File: src/rtl/core/csrgb_pkg.sv
package csrgb_pkg;

  localparam int FRAC_BITS_DEF = 16;

  // x / 255 == (x * magic) >> 39 for any 32-bit x
  localparam logic [31:0] DIV255_MAGIC = 32'h8080_8081;
  localparam int          DIV255_SHIFT = 39;

  // integer bt.601 coefficients
  localparam logic signed [19:0] COEF_Y  = 20'sd298;
  localparam logic signed [19:0] COEF_RV = 20'sd409;
  localparam logic signed [19:0] COEF_GU = 20'sd100;
  localparam logic signed [19:0] COEF_GV = 20'sd208;
  localparam logic signed [19:0] COEF_BU = 20'sd516;
  localparam logic signed [19:0] YUV_RND = 20'sd128;
  localparam logic signed [9:0]  Y_OFS   = 10'sd16;
  localparam logic signed [9:0]  UV_OFS  = 10'sd128;

  typedef enum logic [1:0] {
    MODE_HSV  = 2'd0,
    MODE_HSL  = 2'd1,
    MODE_YUV  = 2'd2,
    MODE_PASS = 2'd3
  } mode_t;

  typedef struct packed {
    logic [7:0] comp_first;
    logic [7:0] comp_second;
    logic [7:0] comp_third;
    logic       end_of_image;
  } pix_t;

  typedef struct packed {
    logic [7:0] red;
    logic [7:0] green;
    logic [7:0] blue;
    logic       last_pixel;
  } rgb_t;

  typedef struct packed {
    mode_t mode;
    pix_t  pix;
  } side_t;

  function automatic logic [12:0] div255(input logic [19:0] x);
    logic [51:0] p;
    p = 52'(x) * 52'(DIV255_MAGIC);
    return p[DIV255_SHIFT +: 13];
  endfunction

  // floor(sum/256) clipped to 0..255
  function automatic logic [7:0] clip_yuv(input logic signed [19:0] sum);
    logic [11:0] q;
    q = 12'(sum >>> 8);
    if (sum < 0) begin
      return 8'd0;
    end else if (q > 12'd255) begin
      return 8'd255;
    end else begin
      return q[7:0];
    end
  endfunction

endpackage

File: src/rtl/core/csrgb_datapath.sv
module csrgb_datapath #(
  parameter int FRAC_BITS = csrgb_pkg::FRAC_BITS_DEF
) (
  input  logic               clk,
  input  logic               rst_n,
  input  logic               req_vld,
  input  csrgb_pkg::pix_t    req,
  input  csrgb_pkg::mode_t   mode,
  output logic               rsp_vld,
  output csrgb_pkg::rgb_t    rsp
);

  localparam int FB = FRAC_BITS;
  localparam int KW = FB - 7;
  localparam logic [KW-1:0] K_DIV = KW'((1 << FB) / 255);
  localparam logic [7:0]    R_DIV = 8'((1 << FB) % 255);
  localparam logic [FB:0]   ONE   = {1'b1, {FB{1'b0}}};
  localparam logic [FB+1:0] ONE2  = {2'b01, {FB{1'b0}}};

  // ---------------- stage 1: scale products
  logic [10:0]        hue6;
  logic signed [9:0]  y_s, u_s, v_s;
  logic signed [19:0] py, prv, pgu, pgv, pbu;

  logic                   s1_vld_r;
  csrgb_pkg::side_t       s1_side_r;
  logic [FB+3:0]          s1_vk_r;
  logic [FB:0]            s1_sk_r, s1_tk_r;
  logic [19:0]            s1_vr_r;
  logic [15:0]            s1_sr_r, s1_tr_r;
  logic signed [19:0]     s1_py_r, s1_prv_r, s1_pgu_r, s1_pgv_r, s1_pbu_r;

  assign hue6 = 11'(req.comp_first) * 11'd6;
  assign y_s  = $signed({2'b00, req.comp_first}) - csrgb_pkg::Y_OFS;
  assign u_s  = $signed({2'b00, req.comp_second}) - csrgb_pkg::UV_OFS;
  assign v_s  = $signed({2'b00, req.comp_third}) - csrgb_pkg::UV_OFS;
  assign py   = 20'(y_s) * csrgb_pkg::COEF_Y;
  assign prv  = 20'(v_s) * csrgb_pkg::COEF_RV;
  assign pgu  = 20'(u_s) * csrgb_pkg::COEF_GU;
  assign pgv  = 20'(v_s) * csrgb_pkg::COEF_GV;
  assign pbu  = 20'(u_s) * csrgb_pkg::COEF_BU;

  always_ff @(posedge clk) begin
    if (!rst_n) begin
      s1_vld_r <= 1'b0;
    end else begin
      s1_vld_r <= req_vld;
    end
    s1_side_r <= '{mode: mode, pix: req};
    // v*2^F/255 split as v*K + v*R/255 with 2^F = 255*K + R
    s1_vk_r  <= (FB+4)'(hue6) * (FB+4)'(K_DIV);
    s1_sk_r  <= (FB+1)'(req.comp_second) * (FB+1)'(K_DIV);
    s1_tk_r  <= (FB+1)'(req.comp_third) * (FB+1)'(K_DIV);
    s1_vr_r  <= 20'(hue6) * 20'(R_DIV);
    s1_sr_r  <= 16'(req.comp_second) * 16'(R_DIV);
    s1_tr_r  <= 16'(req.comp_third) * 16'(R_DIV);
    s1_py_r  <= py;
    s1_prv_r <= prv;
    s1_pgu_r <= pgu;
    s1_pgv_r <= pgv;
    s1_pbu_r <= pbu;
  end

  // ---------------- stage 2: fixed-point hue, sat, third; yuv sums
  logic                   s2_vld_r;
  csrgb_pkg::side_t       s2_side_r;
  logic [FB+2:0]          s2_hp_r;
  logic [FB:0]            s2_sf_r, s2_tf_r;
  logic signed [19:0]     s2_rs_r, s2_gs_r, s2_bs_r;

  always_ff @(posedge clk) begin
    if (!rst_n) begin
      s2_vld_r <= 1'b0;
    end else begin
      s2_vld_r <= s1_vld_r;
    end
    s2_side_r <= s1_side_r;
    s2_hp_r   <= (FB+3)'(s1_vk_r + (FB+4)'(csrgb_pkg::div255(s1_vr_r)));
    s2_sf_r   <= s1_sk_r + (FB+1)'(csrgb_pkg::div255({4'b0000, s1_sr_r}));
    s2_tf_r   <= s1_tk_r + (FB+1)'(csrgb_pkg::div255({4'b0000, s1_tr_r}));
    s2_rs_r   <= s1_py_r + s1_prv_r + csrgb_pkg::YUV_RND;
    s2_gs_r   <= s1_py_r - s1_pgu_r - s1_pgv_r + csrgb_pkg::YUV_RND;
    s2_bs_r   <= s1_py_r + s1_pbu_r + csrgb_pkg::YUV_RND;
  end

  // ---------------- stage 3: chroma and triangle weight
  logic [2:0]      sector;
  logic [FB:0]     hp2, hue_dist, hue_wt;
  logic [FB+1:0]   two, a_dist;
  logic [FB:0]     span, c_opa;
  logic [2*FB+1:0] c_prod;

  assign sector   = s2_hp_r[FB+2:FB];
  // odd sectors count from one, so the peak sits at the sector border
  assign hp2      = {sector[0], s2_hp_r[FB-1:0]};
  assign hue_dist = (hp2 >= ONE) ? (hp2 - ONE) : (ONE - hp2);
  assign hue_wt   = (hue_dist >= ONE) ? '0 : (ONE - hue_dist);
  assign two      = {s2_tf_r, 1'b0};
  assign a_dist   = (two >= ONE2) ? (two - ONE2) : (ONE2 - two);
  assign span     = (a_dist >= ONE2) ? '0 : (FB+1)'(ONE2 - a_dist);
  assign c_opa    = (s2_side_r.mode == csrgb_pkg::MODE_HSL) ? span : s2_tf_r;
  assign c_prod   = (2*FB+2)'(c_opa) * (2*FB+2)'(s2_sf_r);

  logic                   s3_vld_r;
  csrgb_pkg::side_t       s3_side_r;
  logic [2:0]             s3_sector_r;
  logic [FB:0]            s3_tri_r, s3_c_r, s3_tf_r;
  logic [7:0]             s3_yr_r, s3_yg_r, s3_yb_r;

  always_ff @(posedge clk) begin
    if (!rst_n) begin
      s3_vld_r <= 1'b0;
    end else begin
      s3_vld_r <= s2_vld_r;
    end
    s3_side_r   <= s2_side_r;
    s3_sector_r <= sector;
    s3_tri_r    <= hue_wt;
    s3_c_r      <= c_prod[2*FB:FB];
    s3_tf_r     <= s2_tf_r;
    s3_yr_r     <= csrgb_pkg::clip_yuv(s2_rs_r);
    s3_yg_r     <= csrgb_pkg::clip_yuv(s2_gs_r);
    s3_yb_r     <= csrgb_pkg::clip_yuv(s2_bs_r);
  end

  // ---------------- stage 4: secondary value x and offset m
  logic [2*FB+1:0] x_prod;
  logic [FB:0]     half, m_nxt;

  assign x_prod = (2*FB+2)'(s3_c_r) * (2*FB+2)'(s3_tri_r);
  assign half   = s3_c_r >> 1;

  always_comb begin
    if (s3_side_r.mode == csrgb_pkg::MODE_HSL) begin
      m_nxt = (s3_tf_r >= half) ? (s3_tf_r - half) : '0;
    end else begin
      m_nxt = (s3_tf_r >= s3_c_r) ? (s3_tf_r - s3_c_r) : '0;
    end
  end

  logic                   s4_vld_r;
  csrgb_pkg::side_t       s4_side_r;
  logic [2:0]             s4_sector_r;
  logic [FB:0]            s4_c_r, s4_x_r, s4_m_r;
  logic [7:0]             s4_yr_r, s4_yg_r, s4_yb_r;

  always_ff @(posedge clk) begin
    if (!rst_n) begin
      s4_vld_r <= 1'b0;
    end else begin
      s4_vld_r <= s3_vld_r;
    end
    s4_side_r   <= s3_side_r;
    s4_sector_r <= s3_sector_r;
    s4_c_r      <= s3_c_r;
    s4_x_r      <= x_prod[2*FB:FB];
    s4_m_r      <= m_nxt;
    s4_yr_r     <= s3_yr_r;
    s4_yg_r     <= s3_yg_r;
    s4_yb_r     <= s3_yb_r;
  end

  // ---------------- stage 5: sector mapping, scale to bytes, mode select
  logic [2:0][FB:0]    ch_raw;
  logic [2:0][FB+1:0]  ch_sum;
  logic [2:0][FB+9:0]  ch_scl;
  logic [2:0][7:0]     ch_byte;
  csrgb_pkg::rgb_t     rsp_nxt;

  always_comb begin
    // sector 6 (hue 255) falls into the last sector's arm
    case (s4_sector_r)
      3'd0:    ch_raw = {s4_c_r, s4_x_r, (FB+1)'(0)};
      3'd1:    ch_raw = {s4_x_r, s4_c_r, (FB+1)'(0)};
      3'd2:    ch_raw = {(FB+1)'(0), s4_c_r, s4_x_r};
      3'd3:    ch_raw = {(FB+1)'(0), s4_x_r, s4_c_r};
      3'd4:    ch_raw = {s4_x_r, (FB+1)'(0), s4_c_r};
      default: ch_raw = {s4_c_r, (FB+1)'(0), s4_x_r};
    endcase
  end

  always_comb begin
    for (int i = 0; i < 3; i++) begin
      ch_sum[i]  = (FB+2)'(ch_raw[i]) + (FB+2)'(s4_m_r);
      ch_scl[i]  = {ch_sum[i], 8'h00} - (FB+10)'(ch_sum[i]);
      ch_byte[i] = (ch_scl[i][FB+9:FB] > 10'd255) ? 8'd255 : ch_scl[i][FB+7:FB];
    end
  end

  always_comb begin
    rsp_nxt.last_pixel = s4_side_r.pix.end_of_image;
    unique case (s4_side_r.mode) inside
      csrgb_pkg::MODE_HSV, csrgb_pkg::MODE_HSL: begin
        rsp_nxt.red   = ch_byte[2];
        rsp_nxt.green = ch_byte[1];
        rsp_nxt.blue  = ch_byte[0];
      end
      csrgb_pkg::MODE_YUV: begin
        rsp_nxt.red   = s4_yr_r;
        rsp_nxt.green = s4_yg_r;
        rsp_nxt.blue  = s4_yb_r;
      end
      default: begin
        rsp_nxt.red   = s4_side_r.pix.comp_first;
        rsp_nxt.green = s4_side_r.pix.comp_second;
        rsp_nxt.blue  = s4_side_r.pix.comp_third;
      end
    endcase
  end

  logic            rsp_vld_r;
  csrgb_pkg::rgb_t rsp_r;

  always_ff @(posedge clk) begin
    if (!rst_n) begin
      rsp_vld_r <= 1'b0;
    end else begin
      rsp_vld_r <= s4_vld_r;
    end
    rsp_r <= rsp_nxt;
  end

  assign rsp_vld = rsp_vld_r;
  assign rsp     = rsp_r;

endmodule

File: src/rtl/core/color_space_to_rgb_pixel.sv
// pixel color space converter: one three-byte pixel in, one rgb pixel out.
// request channel: drive in_comp_* and in_end_of_image with start high; the
// request is taken on any clock edge where start is high, busy never rises.
// result channel: out_valid is high for one cycle with out_red_out,
// out_green_out, out_blue_out and out_last_pixel_out; nothing holds it back,
// the receiver must take it in that cycle.
// a pixel passes through the five-stage pipeline (scale products, fixed-point
// operands, chroma multiply, x multiply, byte scaling); throughput is one
// pixel per clock.
// cfg_wr_en/cfg_wr_data write color_mode (0 hsv, 1 hsl, 2 yuv, 3 pass);
// change it only while no pixel is in flight.
// reset (rst_n low, synchronous) drops every pixel in flight and sets the
// mode to hsv.
module color_space_to_rgb_pixel #(
  parameter int FRAC_BITS = csrgb_pkg::FRAC_BITS_DEF
) (
  input  logic       clk,
  input  logic       rst_n,
  input  logic       start,
  output logic       busy,
  input  logic [7:0] in_comp_first,
  input  logic [7:0] in_comp_second,
  input  logic [7:0] in_comp_third,
  input  logic       in_end_of_image,
  output logic       out_valid,
  output logic [7:0] out_red_out,
  output logic [7:0] out_green_out,
  output logic [7:0] out_blue_out,
  output logic       out_last_pixel_out,
  input  logic       cfg_wr_en,
  input  logic [1:0] cfg_wr_data
);

  csrgb_pkg::mode_t mode_r;
  csrgb_pkg::pix_t  req;
  csrgb_pkg::rgb_t  rsp;
  logic             req_vld;

  always_ff @(posedge clk) begin
    if (!rst_n) begin
      mode_r <= csrgb_pkg::MODE_HSV;
    end else if (cfg_wr_en) begin
      mode_r <= csrgb_pkg::mode_t'(cfg_wr_data);
    end
  end

  // the pipeline advances every cycle, so a request is never refused
  assign busy    = 1'b0;
  assign req_vld = start && !busy;
  assign req     = '{comp_first:   in_comp_first,
                     comp_second:  in_comp_second,
                     comp_third:   in_comp_third,
                     end_of_image: in_end_of_image};

  csrgb_datapath #(
    .FRAC_BITS (FRAC_BITS)
  ) u_datapath (
    .clk     (clk),
    .rst_n   (rst_n),
    .req_vld (req_vld),
    .req     (req),
    .mode    (mode_r),
    .rsp_vld (out_valid),
    .rsp     (rsp)
  );

  assign out_red_out        = rsp.red;
  assign out_green_out      = rsp.green;
  assign out_blue_out       = rsp.blue;
  assign out_last_pixel_out = rsp.last_pixel;

endmodule

File: config.mk
export PLATFORM = sky130hd
export DESIGN_NAME = color_space_to_rgb_pixel
export DESIGN_NICKNAME = d
export VERILOG_FILES = /design/src/rtl/core/csrgb_pkg.sv /design/src/rtl/core/csrgb_datapath.sv /design/src/rtl/core/color_space_to_rgb_pixel.sv
export SDC_FILE = /design/constraint.sdc
export NUM_CORES = 2
export LEC_CHECK = 0
export BUFFER_PORTS_ARGS = -buffer_cell sky130_fd_sc_hd__buf_4
export CORE_MARGIN = 1.5
export CORE_UTILIZATION = 55
export CTS_BUF_LIST = sky130_fd_sc_hd__clkbuf_2 sky130_fd_sc_hd__clkbuf_4 sky130_fd_sc_hd__clkbuf_8
export DETAILED_ROUTE_END_ITERATION = 8
export GPL_TIMING_DRIVEN = 0
export PLACE_DENSITY_LB_ADDON = 0.1
export SLEW_MARGIN = 30
export SYNTH_ARGS = -nofsm -noshare
export SYNTH_HDL_FRONTEND = slang
export SYNTH_HIERARCHICAL = 1
export SYNTH_SLANG_ARGS = --single-unit
File: constraint.sdc
create_clock -name clk -period 8.8 [get_ports clk]
set_input_delay 1.76 -clock clk [delete_from_list [all_inputs] [get_ports clk]]
set_output_delay 1.76 -clock clk [all_outputs]
set_load 0.05 [all_outputs]
==> flow_summary_export.csv <==
group,metric,value,unit
hold_path,hold_class,"reg2reg",
setup_path,r2r_end,"u_datapath/s3_c_r[16]$_DFF_P_",
clock_tree,cts_buffers,80,
placed_design,dp_slack,-1.44,ns
placed_design,gp_congestion,0.963,
global_route,antenna_found_initial,3,
timing,finalCriticalPeriod,8.58,ns
outcome,outcome,"completed",
clock_tree,cts_tree,"done",
floorplan,rows,104,
global_route,grt_pass1_wl,181000,um
timing,max_slew_margin,0.375,
setup_path,cp_common_cell,"fa_1",
setup_path,criticalPathCategory,"reg2reg",
setup_path,end_kind,"flop",
logic_synthesis,syn_area,0.0446,sq mm
routing,drtPass1Iterations,7,
global_route,use_met2,0.465,
routing,drc,0,
timing,finalCritPeriodShare,0.975,
setup_path,worst_ep_required_time,9.37,ns
setup_path,cp_data_arrival_time,9.15,ns
logic_synthesis,synth_fa_ha_area_frac,0.400,
timing,tightest_slew,0.912,ns
setup_path,cp_slowest_stage_delay,0.59,ns
global_route,grt_util_met1,0.375,
logic_synthesis,synthFlopType,"dfxtp_1",
routing,wl,114000,um
hold_path,min_to,"u_datapath/s4_yg_r[2]$_DFF_P_",
floorplan,die_area,0.0829,sq mm
hold_path,hp-start,"u_datapath/s3_yg_r[2]$_SDFF_PP0_",
setup_path,r2r-start,"u_datapath/s2_tf_r[3]$_DFF_P_",
logic_synthesis,synth_xor_area_frac,0.0567,
logic_synthesis,synth.top_cells.by_area,"fa_1 23%, dfxtp_1 21%, ha_1 17%, inv_1 6.6%, xnor2_1 4.1%",
global_route,grt.busiest_layer,"met2",
logic_synthesis,synth_cells,4817,
logic_synthesis,synthArstFlopShare,0,
global_route,grt-ovfl-total,0,
logic_synthesis,synth.avg_cell_area,9.27,sq um
setup_path,path_max_fanout,10,
global_route,grt_pass1_vias,33066,
routing,avgViaCountPerCell,5.39,
floorplan,chipWidth,288,um
setup_path,cp_num_buf_inv,9,
floorplan,floorplan.initialDensity,0.555,
clock_tree,clockBufferDepth,3,
cells_and_area,nets,6134,
cells_and_area,drive_gt1_frac,0.0708,
logic_synthesis,synth_top_family_by_area,"adder cells",
cells_and_area,area.sequential,0.00944,sq mm
logic_synthesis,synth-compound-area-share,0.102,
setup_path,slowest_stage,"or4_4",
timing,fin_ws,0.220,ns
flow_run,cap_violations,0,
timing,hold_viol,0,
timing,slew_violations,0,
floorplan,core,0.0804,sq mm
logic_synthesis,ys_ff_latch,471,
clock_tree,cts-root-buf,"clkbuf_8",
routing,first_iter_violations,1902,
logic_synthesis,synth_nets,5971,
clock_tree,clk_latency,0.72,ns
clock_tree,cts.sinks,471,
timing,finClkSkew,0.0649,ns
placed_design,dp_cells,5934,
routing,vias,32885,
logic_synthesis,synth.area.mux_share,0.00603,
logic_synthesis,synth-edff-count,0,
logic_synthesis,yosys_warnings,6,
floorplan,boundaryPins,58,
clock_tree,clk_pin_slew,0.06,ns
hold_path,min_path_cells,0,
cells_and_area,nFillCells,7102,
logic_synthesis,synth_cell_types,96,
routing,ant_nets,0,
routing,wire_per_inst,18.7,um
logic_synthesis,synth_simple_gate_area_share,0.144,
setup_path,rr_worst_depth,34,
placed_design,portBuffers,56,
cells_and_area,area_delta_synth_final,9.60,%
global_route,grt_max_degree,15,
logic_synthesis,synth_top_cell_area_share,0.226,
global_route,grt_use_total,0.281,
placed_design,dp_hpwl,92300,um
timing,setup_viol,0,
global_route,grt_use_met3,0.0440,
cells_and_area,fin_cells,6105,
clock_tree,htree_levels,3,
setup_path,ff2ff_setup_slack,0.22,ns
floorplan,die_h,288,um
logic_synthesis,synth_seq_area_share,0.211,
timing,fmax,117,MHz
cells_and_area,multi_input_comb_area,0.0319,sq mm
setup_path,critPathTopFamily,"adder cells",
logic_synthesis,yosysTopAreaCell,"fa_1",
setup_path,cp-start-kind,"flop",
-- logic make-up (layout without fill, tap and decap cells) --
kind of cell	count (synthesis)	in the layout
AND/OR/NAND/NOR	1321	1322
adder cells (fa/ha/maj)	1123	1123
buffers and inverters	929	1154
AO/OA/AOI/OAI	657	657
flip-flops	471	471
XOR/XNOR	289	289
multiplexers	26	26
other	1	3
-- state kept, by name (all words and copies together) (netlist names), 19 cells and up --
signal,count
u_datapath/rsp,25
u_datapath/s1_prv_r,19
u_datapath/s2_hp_r,19
u_datapath/s2_side_r,25
u_datapath/s3_side_r,27
u_datapath/s4_side_r,26
-- worst max path at each step --
stage | endpoint | start | depth (start not counted)
after floorplan | u_datapath/s3_c_r[16]$_DFF_P_ | u_datapath/s2_tf_r[3]$_DFF_P_ | 31
after global placement | u_datapath/s3_c_r[16]$_DFF_P_ | u_datapath/s2_tf_r[0]$_DFF_P_ | 32
after detailed placement | u_datapath/s3_c_r[16]$_DFF_P_ | u_datapath/s2_tf_r[0]$_DFF_P_ | 31
after CTS | u_datapath/s3_c_r[16]$_DFF_P_ | u_datapath/s2_tf_r[6]$_DFF_P_ | 32
after global routing | u_datapath/s3_c_r[16]$_DFF_P_ | u_datapath/s2_tf_r[3]$_DFF_P_ | 34
final | u_datapath/s3_c_r[16]$_DFF_P_ | u_datapath/s2_tf_r[3]$_DFF_P_ | 34
-- per-stage QoR --
stage,utilization,hold WS [ns],cell area [sq um],setup TNS (ns)
floorplan,-,0.310,44600,0
global placement,0.577,0.310,46400,-21.66
detailed placement,0.577,0.312,46400,-15.04
CTS,0.604,0.292,48600,0
global route,0.608,0.308,48900,-0.164
finish,0.608,0.296,48900,0
-- synth_stat cells (9+ instances only) --
cell type and instances:
inv_1 779, ha_1 619, fa_1 504, nand2_1 492
dfxtp_1 471, nor2_1 233, and2_1 221, xnor2_1 211
a21oi_1 168, clkbuf_1 126, o21ai_0 99, xor2_1 78
a22o_1 74, nor3_1 71, nand3_1 55, a21o_1 53
nand2b_1 46, nor2b_1 43, and3_1 40, o211ai_1 38
o21bai_1 29, o21a_1 24, a211oi_1 22, mux2i_1 19
or3_1 19, nand4_1 18, o31ai_1 17, or2_2 17
a31oi_1 15, a21boi_0 11, nor4_1 11, nand2_2 10
o311ai_0 10, a211o_1 9, o2111ai_1 9
-- cell usage in the layout (no fill, tap or decap), types with 40 or more instances in the layout --
master,synthesis,final
inv_1,779,778
ha_1,619,618
fa_1,504,503
nand2_1,492,490
dfxtp_1,471,466
nor2_1,233,231
and2_1,221,221
xnor2_1,211,210
a21oi_1,168,165
clkbuf_1,126,111
o21ai_0,99,98
clkbuf_8,0,96
buf_4,2,85
xor2_1,78,76
nor3_1,71,69
a22o_1,74,67
nand3_1,55,54
a21o_1,53,53
nand2b_1,46,46
nor2b_1,43,43
and3_1,40,40
-- per-layer routing --
layer	vias up	part of all wire
met3	199	0.054
li1	15961	-
met1	15895	0.45
met2	826	0.47
met4	4	0.032
met5	-	0.00023
-- what timing repair did --
action                     CTS  global route
gates cloned                 0             1
setup buffers                9            18
pin swaps                    8            24
hold buffers                 0             0
gates resized for setup     42            53
setup endpoints to repair   17            12
-- layout make-up --
type,count,share of cell area
flip-flops and latches,471,0.193
clock buffers,106,0.0284
diodes,2,0.000102
multi-input cells,3418,0.652
repair buffers,84,0.0130
inverters,780,0.0598
clock inverters,39,0.0123
plain buffers,145,0.0144
well taps,1060,0.0271
Power is not shown: default switching activity piles up to over one toggle a cycle in this logic, so the estimate is an artifact.
